$ cat src/hdl/vrdt_pkg.sv
// Shared constants, request codes and status codes of the word vector engine.
package vrdt_pkg;

	localparam int VRDT_DEPTH     = 64;
	localparam int VRDT_WORD_BITS = 32;

	localparam int REQ_BITS  = 3;
	localparam int AMT_BITS  = 16;
	localparam int POS_BITS  = 6;
	localparam int DATA_BITS = 32;
	localparam int STAT_BITS = 3;
	localparam int LEN_BITS  = 7;

	localparam logic [REQ_BITS-1:0] REQ_APPEND = 3'd0;
	localparam logic [REQ_BITS-1:0] REQ_CLEAR  = 3'd1;
	localparam logic [REQ_BITS-1:0] REQ_ROTR   = 3'd2;
	localparam logic [REQ_BITS-1:0] REQ_ROTL   = 3'd3;
	localparam logic [REQ_BITS-1:0] REQ_DELETE = 3'd4;
	localparam logic [REQ_BITS-1:0] REQ_SEARCH = 3'd5;

	localparam logic [STAT_BITS-1:0] STAT_OK        = 3'd0;
	localparam logic [STAT_BITS-1:0] STAT_RANGE     = 3'd1;
	localparam logic [STAT_BITS-1:0] STAT_NOT_FOUND = 3'd2;
	localparam logic [STAT_BITS-1:0] STAT_EMPTY     = 3'd3;
	localparam logic [STAT_BITS-1:0] STAT_FULL      = 3'd4;

endpackage

$ cat src/hdl/vrdt_ram.sv
// Simple dual-port word memory: one write port, one registered read port.
module vrdt_ram #(
	parameter int AW = 6,
	parameter int WW = 32
) (
	input  logic          clk,
	input  logic          we,
	input  logic [AW-1:0] waddr,
	input  logic [WW-1:0] wdata,
	input  logic [AW-1:0] raddr,
	output logic [WW-1:0] rdata
);

	logic [WW-1:0] mem_q [(1 << AW)];
	logic [WW-1:0] rdata_q;

	always_ff @(posedge clk) begin
		if (we) begin
			mem_q[waddr] <= wdata;
		end
		rdata_q <= mem_q[raddr];
	end

	assign rdata = rdata_q;

endmodule

$ cat src/hdl/vrdt_mod.sv
// Bit-serial remainder unit: dividend modulo divisor, one dividend bit per cycle.
module vrdt_mod import vrdt_pkg::*; #(
	parameter int CW = 7
) (
	input  logic                clk,
	input  logic                arst_n,
	input  logic                start,
	input  logic [AMT_BITS-1:0] dividend,
	input  logic [CW-1:0]       divisor,
	output logic                done,
	output logic [CW-1:0]       rem
);

	localparam int IW = $clog2(AMT_BITS + 1);

	logic [AMT_BITS-1:0] a_q;
	logic [CW-1:0]       d_q;
	logic [CW-1:0]       rem_q;
	logic [IW-1:0]       cnt_q;
	logic                busy_q;
	logic                done_q;
	logic [CW:0]         trial;
	logic [CW:0]         nxt;

	// shift in the next dividend bit, subtract the divisor when it fits
	assign trial = {rem_q, a_q[AMT_BITS-1]};
	assign nxt   = (trial >= {1'b0, d_q}) ? (trial - {1'b0, d_q}) : trial;

	always_ff @(posedge clk or negedge arst_n) begin
		if (!arst_n) begin
			a_q    <= '0;
			d_q    <= '0;
			rem_q  <= '0;
			cnt_q  <= '0;
			busy_q <= 1'b0;
			done_q <= 1'b0;
		end else begin
			done_q <= 1'b0;
			if (start) begin
				a_q    <= dividend;
				d_q    <= divisor;
				rem_q  <= '0;
				cnt_q  <= IW'(AMT_BITS);
				busy_q <= 1'b1;
			end else if (busy_q) begin
				a_q   <= {a_q[AMT_BITS-2:0], 1'b0};
				rem_q <= nxt[CW-1:0];
				cnt_q <= cnt_q - IW'(1);
				if (cnt_q == IW'(1)) begin
					busy_q <= 1'b0;
					done_q <= 1'b1;
				end
			end
		end
	end

	assign done = done_q;
	assign rem  = rem_q;

endmodule

$ cat src/hdl/vector_rotate_delete_transpose_engine.sv
// Ordered word vector engine: append, clear, rotate, delete and transposition search.
//
// The block holds up to DEPTH words of WORD_BITS bits in order, plus a live count,
// and answers every request beat with exactly one result beat. It works on one
// request at a time; in_ready is high only while the sequencer is idle, but a
// finished result sits in its own output register, so the next request can be
// taken while that result still waits for out_ready. Append, clear, unused codes
// and every request that fails its checks go straight to the result state and
// load the result register once it is free. Rotate left one (a single word stays
// put): every word is read once through the single read port of the element
// memory and written to a scratch memory at its rotated place, then copied back.
// Rotate right first reduces the amount modulo the count in a bit-serial remainder
// unit, one amount bit per cycle, then does the same two copy passes; an amount
// that reduces to zero skips them. Delete walks from the position to the end, one
// word per cycle, closing the gap. Search reads one word per cycle from the front
// until the first match, swaps it with its predecessor in an extra state and
// returns the new position. The worst case is set by the one-word-per-cycle memory
// port and the remainder unit. The memories need no clearing after reset: only
// words below the count are ever read, and those are always written first.
// word_out is zero for all but a successful delete, found_index is zero for all
// but a successful search, and length always gives the count after the request.
module vector_rotate_delete_transpose_engine import vrdt_pkg::*; #(
	parameter int DEPTH     = VRDT_DEPTH,
	parameter int WORD_BITS = VRDT_WORD_BITS
) (
	input  logic                 clk,
	input  logic                 arst_n,
	input  logic                 in_valid,
	output logic                 in_ready,
	input  logic [REQ_BITS-1:0]  req_type,
	input  logic [AMT_BITS-1:0]  amount,
	input  logic [POS_BITS-1:0]  position,
	input  logic [DATA_BITS-1:0] word_in,
	output logic                 out_valid,
	input  logic                 out_ready,
	output logic [DATA_BITS-1:0] word_out,
	output logic [POS_BITS-1:0]  found_index,
	output logic [STAT_BITS-1:0] status,
	output logic [LEN_BITS-1:0]  length
);

	localparam int AW = $clog2(DEPTH);
	localparam int CW = $clog2(DEPTH + 1);
	localparam int PW = (CW > POS_BITS) ? CW : POS_BITS;

	// sequencer states
	localparam logic [3:0] S_IDLE = 4'd0;
	localparam logic [3:0] S_DIV  = 4'd1;
	localparam logic [3:0] S_ROTA = 4'd2;
	localparam logic [3:0] S_ROTB = 4'd3;
	localparam logic [3:0] S_DEL  = 4'd4;
	localparam logic [3:0] S_SRCH = 4'd5;
	localparam logic [3:0] S_SWAP = 4'd6;
	localparam logic [3:0] S_FIN  = 4'd7;

	logic [3:0]           state_q;
	logic [CW-1:0]        count_q;
	logic [CW-1:0]        i_q;      // read issue index
	logic [AW-1:0]        j_q;      // rotated destination index
	logic [AW-1:0]        pos_q;
	logic [AW-1:0]        hit_q;
	logic [WORD_BITS-1:0] key_q;
	logic [WORD_BITS-1:0] prev_q;
	logic                 v_s1;     // a read returns this cycle
	logic [AW-1:0]        idx_s1;   // index of the word being returned
	logic [AW-1:0]        dst_s1;   // its destination in the scratch memory

	logic [WORD_BITS-1:0] res_word_q;
	logic [AW-1:0]        res_found_q;
	logic [STAT_BITS-1:0] res_status_q;

	logic                 out_valid_q;
	logic [DATA_BITS-1:0] word_out_q;
	logic [POS_BITS-1:0]  found_index_q;
	logic [STAT_BITS-1:0] status_q;
	logic [LEN_BITS-1:0]  length_q;

	logic                 in_fire;
	logic                 issue;
	logic                 match;
	logic                 out_load;
	logic [AW-1:0]        j_next;

	logic                 elem_we;
	logic [AW-1:0]        elem_waddr;
	logic [WORD_BITS-1:0] elem_wdata;
	logic [WORD_BITS-1:0] elem_rdata;
	logic                 scr_we;
	logic [WORD_BITS-1:0] scr_rdata;

	logic                 mod_start;
	logic                 mod_done;
	logic [CW-1:0]        mod_rem;

	assign in_ready = (state_q == S_IDLE);
	assign in_fire  = in_valid && in_ready;
	assign issue    = (i_q < count_q);
	assign match    = v_s1 && (elem_rdata == key_q);
	assign out_load = (state_q == S_FIN) && (!out_valid_q || out_ready);
	assign j_next   = (CW'(j_q) == count_q - CW'(1)) ? '0 : (j_q + AW'(1));

	assign mod_start = in_fire && (req_type == REQ_ROTR) && (count_q != '0);

	// element memory write port: append, copy back, gap closing, search swap
	always_comb begin
		elem_we    = 1'b0;
		elem_waddr = '0;
		elem_wdata = '0;
		case (state_q)
			S_IDLE: begin
				if (in_fire && (req_type == REQ_APPEND) && (count_q != CW'(DEPTH))) begin
					elem_we    = 1'b1;
					elem_waddr = AW'(count_q);
					elem_wdata = WORD_BITS'(word_in);
				end
			end
			S_ROTB: begin
				elem_we    = v_s1;
				elem_waddr = idx_s1;
				elem_wdata = scr_rdata;
			end
			S_DEL: begin
				elem_we    = v_s1 && (idx_s1 != pos_q);
				elem_waddr = idx_s1 - AW'(1);
				elem_wdata = elem_rdata;
			end
			S_SRCH: begin
				// move the key one place forward; its old place gets the predecessor next
				elem_we    = match && (idx_s1 != '0);
				elem_waddr = idx_s1 - AW'(1);
				elem_wdata = key_q;
			end
			S_SWAP: begin
				elem_we    = 1'b1;
				elem_waddr = hit_q;
				elem_wdata = prev_q;
			end
			default: begin
				elem_we = 1'b0;
			end
		endcase
	end

	assign scr_we = (state_q == S_ROTA) && v_s1;

	vrdt_ram #(
		.AW (AW),
		.WW (WORD_BITS)
	) u_elem (
		.clk   (clk),
		.we    (elem_we),
		.waddr (elem_waddr),
		.wdata (elem_wdata),
		.raddr (i_q[AW-1:0]),
		.rdata (elem_rdata)
	);

	vrdt_ram #(
		.AW (AW),
		.WW (WORD_BITS)
	) u_scratch (
		.clk   (clk),
		.we    (scr_we),
		.waddr (dst_s1),
		.wdata (elem_rdata),
		.raddr (i_q[AW-1:0]),
		.rdata (scr_rdata)
	);

	vrdt_mod #(
		.CW (CW)
	) u_mod (
		.clk      (clk),
		.arst_n   (arst_n),
		.start    (mod_start),
		.dividend (amount),
		.divisor  (count_q),
		.done     (mod_done),
		.rem      (mod_rem)
	);

	// sequencer
	always_ff @(posedge clk or negedge arst_n) begin
		if (!arst_n) begin
			state_q      <= S_IDLE;
			count_q      <= '0;
			i_q          <= '0;
			j_q          <= '0;
			pos_q        <= '0;
			hit_q        <= '0;
			key_q        <= '0;
			prev_q       <= '0;
			v_s1         <= 1'b0;
			idx_s1       <= '0;
			dst_s1       <= '0;
			res_word_q   <= '0;
			res_found_q  <= '0;
			res_status_q <= STAT_OK;
		end else begin
			case (state_q)
				S_IDLE: begin
					v_s1 <= 1'b0;
					if (in_fire) begin
						key_q        <= WORD_BITS'(word_in);
						res_word_q   <= '0;
						res_found_q  <= '0;
						res_status_q <= STAT_OK;
						i_q          <= '0;
						state_q      <= S_FIN;
						case (req_type)
							REQ_APPEND: begin
								if (count_q == CW'(DEPTH)) begin
									res_status_q <= STAT_FULL;
								end else begin
									count_q <= count_q + CW'(1);
								end
							end
							REQ_CLEAR: begin
								count_q <= '0;
							end
							REQ_ROTR: begin
								if (count_q == '0) begin
									res_status_q <= STAT_EMPTY;
								end else begin
									state_q <= S_DIV;
								end
							end
							REQ_ROTL: begin
								// left by one is right by count - 1; a single word stays put
								if (count_q == '0) begin
									res_status_q <= STAT_EMPTY;
								end else if (count_q != CW'(1)) begin
									j_q     <= AW'(count_q - CW'(1));
									state_q <= S_ROTA;
								end
							end
							REQ_DELETE: begin
								if (count_q == '0) begin
									res_status_q <= STAT_EMPTY;
								end else if (PW'(position) >= PW'(count_q)) begin
									res_status_q <= STAT_RANGE;
								end else begin
									i_q     <= CW'(position);
									pos_q   <= AW'(position);
									state_q <= S_DEL;
								end
							end
							REQ_SEARCH: begin
								if (count_q == '0) begin
									res_status_q <= STAT_EMPTY;
								end else begin
									state_q <= S_SRCH;
								end
							end
							default: begin
								res_status_q <= STAT_OK;
							end
						endcase
					end
				end
				S_DIV: begin
					if (mod_done) begin
						if (mod_rem == '0) begin
							state_q <= S_FIN;
						end else begin
							j_q     <= AW'(mod_rem);
							state_q <= S_ROTA;
						end
					end
				end
				S_ROTA: begin
					// scatter every word to its rotated place in scratch
					v_s1   <= issue;
					dst_s1 <= j_q;
					if (issue) begin
						i_q <= i_q + CW'(1);
						j_q <= j_next;
					end else if (!v_s1) begin
						i_q     <= '0;
						state_q <= S_ROTB;
					end
				end
				S_ROTB: begin
					// copy scratch back in order
					v_s1   <= issue;
					idx_s1 <= i_q[AW-1:0];
					if (issue) begin
						i_q <= i_q + CW'(1);
					end else if (!v_s1) begin
						state_q <= S_FIN;
					end
				end
				S_DEL: begin
					v_s1   <= issue;
					idx_s1 <= i_q[AW-1:0];
					if (v_s1 && (idx_s1 == pos_q)) begin
						res_word_q <= elem_rdata;
					end
					if (issue) begin
						i_q <= i_q + CW'(1);
					end else if (!v_s1) begin
						count_q <= count_q - CW'(1);
						state_q <= S_FIN;
					end
				end
				S_SRCH: begin
					if (match) begin
						// drop the read in flight, first match wins
						v_s1         <= 1'b0;
						res_status_q <= STAT_OK;
						if (idx_s1 == '0) begin
							res_found_q <= '0;
							state_q     <= S_FIN;
						end else begin
							res_found_q <= idx_s1 - AW'(1);
							hit_q       <= idx_s1;
							state_q     <= S_SWAP;
						end
					end else begin
						if (v_s1) begin
							prev_q <= elem_rdata;
						end
						v_s1   <= issue;
						idx_s1 <= i_q[AW-1:0];
						if (issue) begin
							i_q <= i_q + CW'(1);
						end else if (!v_s1) begin
							res_status_q <= STAT_NOT_FOUND;
							state_q      <= S_FIN;
						end
					end
				end
				S_SWAP: begin
					state_q <= S_FIN;
				end
				S_FIN: begin
					if (out_load) begin
						state_q <= S_IDLE;
					end
				end
				default: begin
					state_q <= S_IDLE;
				end
			endcase
		end
	end

	// result register: hold until taken, load when free or being emptied
	always_ff @(posedge clk or negedge arst_n) begin
		if (!arst_n) begin
			out_valid_q   <= 1'b0;
			word_out_q    <= '0;
			found_index_q <= '0;
			status_q      <= STAT_OK;
			length_q      <= '0;
		end else begin
			if (out_load) begin
				out_valid_q   <= 1'b1;
				word_out_q    <= DATA_BITS'(res_word_q);
				found_index_q <= POS_BITS'(res_found_q);
				status_q      <= res_status_q;
				length_q      <= LEN_BITS'(count_q);
			end else if (out_ready) begin
				out_valid_q <= 1'b0;
			end
		end
	end

	assign out_valid   = out_valid_q;
	assign word_out    = word_out_q;
	assign found_index = found_index_q;
	assign status      = status_q;
	assign length      = length_q;

endmodule

$ cat config.mk
export PLATFORM = sky130hd
export DESIGN_NAME = vector_rotate_delete_transpose_engine
export DESIGN_NICKNAME = d
export VERILOG_FILES = /design/src/hdl/vrdt_pkg.sv /design/src/hdl/vrdt_ram.sv /design/src/hdl/vrdt_mod.sv /design/src/hdl/vector_rotate_delete_transpose_engine.sv
export SDC_FILE = /design/constraint.sdc
export NUM_CORES = 2
export LEC_CHECK = 0
export BUFFER_PORTS_ARGS = -buffer_cell sky130_fd_sc_hd__buf_4
export CORE_ASPECT_RATIO = 1.5
export CORE_MARGIN = 4
export CORE_UTILIZATION = 50
export DETAILED_ROUTE_END_ITERATION = 8
export GPL_ROUTABILITY_DRIVEN = 0
export PLACE_DENSITY = 0.65
export SLEW_MARGIN = 20
export SYNTH_ARGS = -nofsm -noshare
export SYNTH_HDL_FRONTEND = slang
export SYNTH_SLANG_ARGS = --single-unit
$ cat constraint.sdc
create_clock -name clk -period 6.57 [get_ports clk]
set_input_delay 1.314 -clock clk [delete_from_list [all_inputs] [get_ports clk]]
set_output_delay 1.314 -clock clk [all_outputs]
set_load 0.005 [all_outputs]
==> metrics.txt <==
routed metal-1 wirelength roughly 150 mm; Final TNS setup 0 ns; buffer type at the clock tree root sky130_fd_sc_hd__clkbuf_16; metal2 WL 227.1 mm; mean instance size in the synthesized netlist 23.09 µm²; endpoint required time on the critical path slightly above 7 ns; gate count after technology mapping roughly 7.3k; DRC violations left 0; XOR/XNOR Fraction of Synth Area 0.003030; largest fanout on the critical path 32; clock sink total approximately 4.4k; via count of the first global-routing pass approximately 81k; Hold Worst Slack 0.2654 ns; worst clock skew on the final layout 0.09255 ns; Compound-Gate Fraction of Synth Area 0.01006; Setup CP Type flop to flop; final critical-path required period 4.784 ns; run status completed; critical path launch point type flop; Detail Route met3 WL 28.19 mm; relative area change from synthesis to final layout 12.81%; depth of the CTS H-tree 5; detailed-route via count 79.19k; Post-Place Cell Area 0.1777 mm²; Top Layer Used met5; post-route ant nets 0; pin count of the biggest net entering global routing 130; CP max stage cell sky130_fd_sc_hd__a221oi_2; Final Max Slew Viols 0; number of max-cap violations 0; number of antenna violations at the first check in global routing 53; number of placement rows 261; CORE AREA 0.3370 mm²; Max Clock Freq 0.2090 GHz; final cell count without fillers 12.59k; worst rel slew slack 0.1533; Starting Density 0.5024; global-route wire length before repair 620.4 mm; list of cells traversed by the critical path inv_1 -> ha_1 -> nor3b_1 -> nand3_1 -> and3_2 -> a221oi_2 -> nand3_1 -> nand2b_2 -> nor2_4 -> buf_4; total congestion overflow after global routing 0; cell occurring most often along the worst timing path sky130_fd_sc_hd__nand3_1; clock latency on the worst-skew pair ~0.96 ns; proportion of synthesized area in mux cells 0.1865; Die Height 720.7 µm; Layout Nets 7824; Resize count post-CTS 0; top_reg_cell synth sky130_fd_sc_hd__edfxtp_1; Worst Max-Slew Pin Slew 1.258 ns; post-CTS repair timing setup buffer count 0; post-synthesis cell type count 80; unrepaired setup endpoints after global routing no; number of vias per cell after detailed routing 6.288; portion of the clock cycle consumed by the worst path in the final layout 0.7282; syn_nets 7424; FF-to-FF path depth 10; total wire length after detailed routing 434.7 mm; dominant combinational cell family by area after synthesis multiplexers; cell count after placement around 12k; Pleak 59.24 nW; PD cells 398.7 mW/mm²; hold buffer count at CTS 0; die area 0.3482 mm²; TritonCTS clock tree done; GRT Resource Usage Total 0.2492; netlist area before placement 0.1693 mm²; count of input and output buffers 110; highest ir drop seen on vdd 366.6 µV; number of synthesis warnings 0; part of the Yosys area used for sequential elements 0.7694; number of synthesized flops with an enable pin about 4k; Max clock buf depth 4; area of all sequential standard cells 0.1303 mm²; final hold vios 0; Iter 0 DRT Violations 9087; worst flop-to-flop path endpoint u_elem.mem_q[48][5]; count of filler cells inserted in the layout 24.34k; Final Setup Violations 0; capturing element type of the critical path flop; Synth Area in Adders 0.002113; share of flip-flops with an asynchronous set or reset 0.05455; Boundary Pins 111; multi-input logic area 0.03825 mm²; slowest stage delay, CP approximately 0.59 ns; Crit path arrival time 5.29 ns; wire per inst 34.52 µm; number of buffers created by CTS 402; cell area after layout 0.1910 mm²; fraction of layout instances using a drive strength above 1 0.3280; flop-to-flop setup slack 1.79 ns; First-pass DRT Iterations 6; clock-pin slew of the registers on the worst-case setup and hold paths 0.07 ns; flip-flop and latch count after synthesis 4400; utilization after layout 0.5668; worst reg2reg path startpoint count_q[1]; basic-gate share of the synthesized area counting and, or, nand and nor cells 0.01825; worst hold path class primary input to asynchronous set/reset pin; post-DP HPWL 272.7 mm; Die Wd 483.2 µm
state kept, by name (all words and copies together), names as in the netlist, 4 cells and up:
signal           flops
count_q              7
dst_s1               6
found_index          6
hit_q                6
i_q                  7
idx_s1               6
j_q                  6
key_q               32
length               7
pos_q                6
prev_q              32
res_found_q          6
res_word_q          32
state_q              4
u_elem.mem_q      2048
u_elem.rdata        32
u_mod.a_q           16
u_mod.cnt_q          5
u_mod.d_q            7
u_mod.rem            7
u_scratch.mem_q   2048
u_scratch.rdata     32
word_out            32
worst max-delay path by stage:
stage                           start                    to  depth (start not counted)
after CTS                  count_q[0]   u_elem.mem_q[23][5]                         11
after detailed placement  req_type[0]   u_elem.mem_q[15][1]                          9
after global routing       count_q[1]  u_elem.mem_q[16][27]                         10
after floorplan              in_valid   u_elem.mem_q[59][0]                          8
after global placement    req_type[0]   u_elem.mem_q[15][9]                          8
final                      count_q[1]   u_elem.mem_q[48][5]                         10
layout by cell type, fill, tap and decap left out, types with 23 or more instances in the layout:
cell,netlist,routed
sky130_fd_sc_hd__edfxtp_1,4096,4096
sky130_fd_sc_hd__mux4_2,1344,1344
sky130_fd_sc_hd__clkbuf_16,0,410
sky130_fd_sc_hd__buf_4,7,367
sky130_fd_sc_hd__nand2_1,305,305
sky130_fd_sc_hd__dfrtp_1,240,234
sky130_fd_sc_hd__nor2_4,0,129
sky130_fd_sc_hd__o21ai_0,101,100
sky130_fd_sc_hd__mux2_2,98,98
sky130_fd_sc_hd__clkinv_2,0,88
sky130_fd_sc_hd__clkbuf_1,251,75
sky130_fd_sc_hd__clkinv_1,0,65
sky130_fd_sc_hd__nor2_1,181,57
sky130_fd_sc_hd__diode_2,0,45
sky130_fd_sc_hd__bufinv_16,0,44
sky130_fd_sc_hd__nand4_1,42,42
sky130_fd_sc_hd__xnor2_1,39,39
sky130_fd_sc_hd__a21oi_1,39,39
sky130_fd_sc_hd__inv_1,35,35
sky130_fd_sc_hd__a22oi_1,33,33
sky130_fd_sc_hd__dfxtp_2,0,32
sky130_fd_sc_hd__dfxtp_1,64,32
sky130_fd_sc_hd__ha_1,27,27
sky130_fd_sc_hd__buf_12,0,27
sky130_fd_sc_hd__nand3_1,23,23
critical path: cells and delay by family (launching register included):
| family | cells | cell delay, ns |
|---|---|---|
| AOI/OAI and AO/OA | 1 | 0.59 |
| adders and majority gates | 1 | 0.28 |
| buffers and inverters | 2 | 0.69 |
| DFF | 1 | 0.56 |
| and+or+nand+nor | 6 | 2.15 |
through the flow:
step	worst slack [ns]	power [mW]
2_1_floorplan	1.983	46.15
3_3_place_gp	1.228	52.93
3_5_place_dp	1.352	53.32
4_1_cts	1.871	76.69
5_1_grt	1.587	78.69
6_report	1.786	76.17
cells in the mapped netlist, types with 6 or more instances:
cell,n,area share
sky130_fd_sc_hd__nor3_1,15,0.00044
sky130_fd_sc_hd__a21o_1,12,0.00053
sky130_fd_sc_hd__a22oi_1,33,0.0015
sky130_fd_sc_hd__buf_2,104,0.0031
sky130_fd_sc_hd__inv_1,35,0.00078
sky130_fd_sc_hd__dfxtp_1,64,0.0076
sky130_fd_sc_hd__nand4_1,42,0.0016
sky130_fd_sc_hd__edfxtp_1,4096,0.73
sky130_fd_sc_hd__nor2b_1,15,0.00055
sky130_fd_sc_hd__xnor2_1,39,0.0020
sky130_fd_sc_hd__dfrtp_1,240,0.035
sky130_fd_sc_hd__nor2_2,7,0.00026
sky130_fd_sc_hd__nand3b_1,11,0.00049
sky130_fd_sc_hd__ha_1,27,0.0020
sky130_fd_sc_hd__mux4_2,1344,0.18
sky130_fd_sc_hd__nor3b_1,9,0.00040
sky130_fd_sc_hd__a31oi_1,12,0.00044
sky130_fd_sc_hd__o22ai_1,14,0.00052
sky130_fd_sc_hd__and3_1,7,0.00026
sky130_fd_sc_hd__a211oi_1,7,0.00031
sky130_fd_sc_hd__mux2_2,98,0.0065
sky130_fd_sc_hd__mux2i_1,20,0.0012
sky130_fd_sc_hd__o21ai_0,101,0.0030
sky130_fd_sc_hd__o31ai_1,6,0.00027
sky130_fd_sc_hd__buf_4,7,0.00031
sky130_fd_sc_hd__a21oi_1,39,0.0012
sky130_fd_sc_hd__nand2b_1,12,0.00044
sky130_fd_sc_hd__nor4_1,13,0.00048
sky130_fd_sc_hd__nor2_1,181,0.0040
sky130_fd_sc_hd__clkbuf_1,251,0.0056
sky130_fd_sc_hd__or3_1,7,0.00026
sky130_fd_sc_hd__nand3_1,23,0.00068
sky130_fd_sc_hd__xor2_1,17,0.00088
sky130_fd_sc_hd__nand2_1,305,0.0068
sky130_fd_sc_hd__buf_1,38,0.00084
routing by layer:
| layer | vias to the layer above | track usage |
|---|---|---|
| li1 | 31903 | - |
| met1 | 42980 | 0.3096 |
| met2 | 3393 | 0.4271 |
| met3 | 897 | 0.03709 |
| met4 | 14 | 0.1310 |
| met5 | - | 0 |
cell type report:
cell class,count,share of cell area
diodes,45,0.0005895
clock buffers,503,0.05648
clock inverters,243,0.01277
inverters,36,0.0007074
multi-input cells,2498,0.2002
flip-flops and latches,4400,0.6823
well taps,4471,0.02928
repair buffers,397,0.01762
cell families after synthesis:
kind of cell | Yosys count
AOI/OAI and AO/OA | 270
xor gates and xnor gates | 57
adders and majority gates | 28
buffers and inverters | 437
DFF | 4400
muxes | 1462
other | 1
and+or+nand+nor | 680
where the power goes:
part           total [mW]  switching [mW]  internal [mW]
Combinational        17.7            10.7           7.04
Sequential           34.9            1.12           33.8
Clock                23.6            10.2           13.4
(Power assumes the default switching activity.)
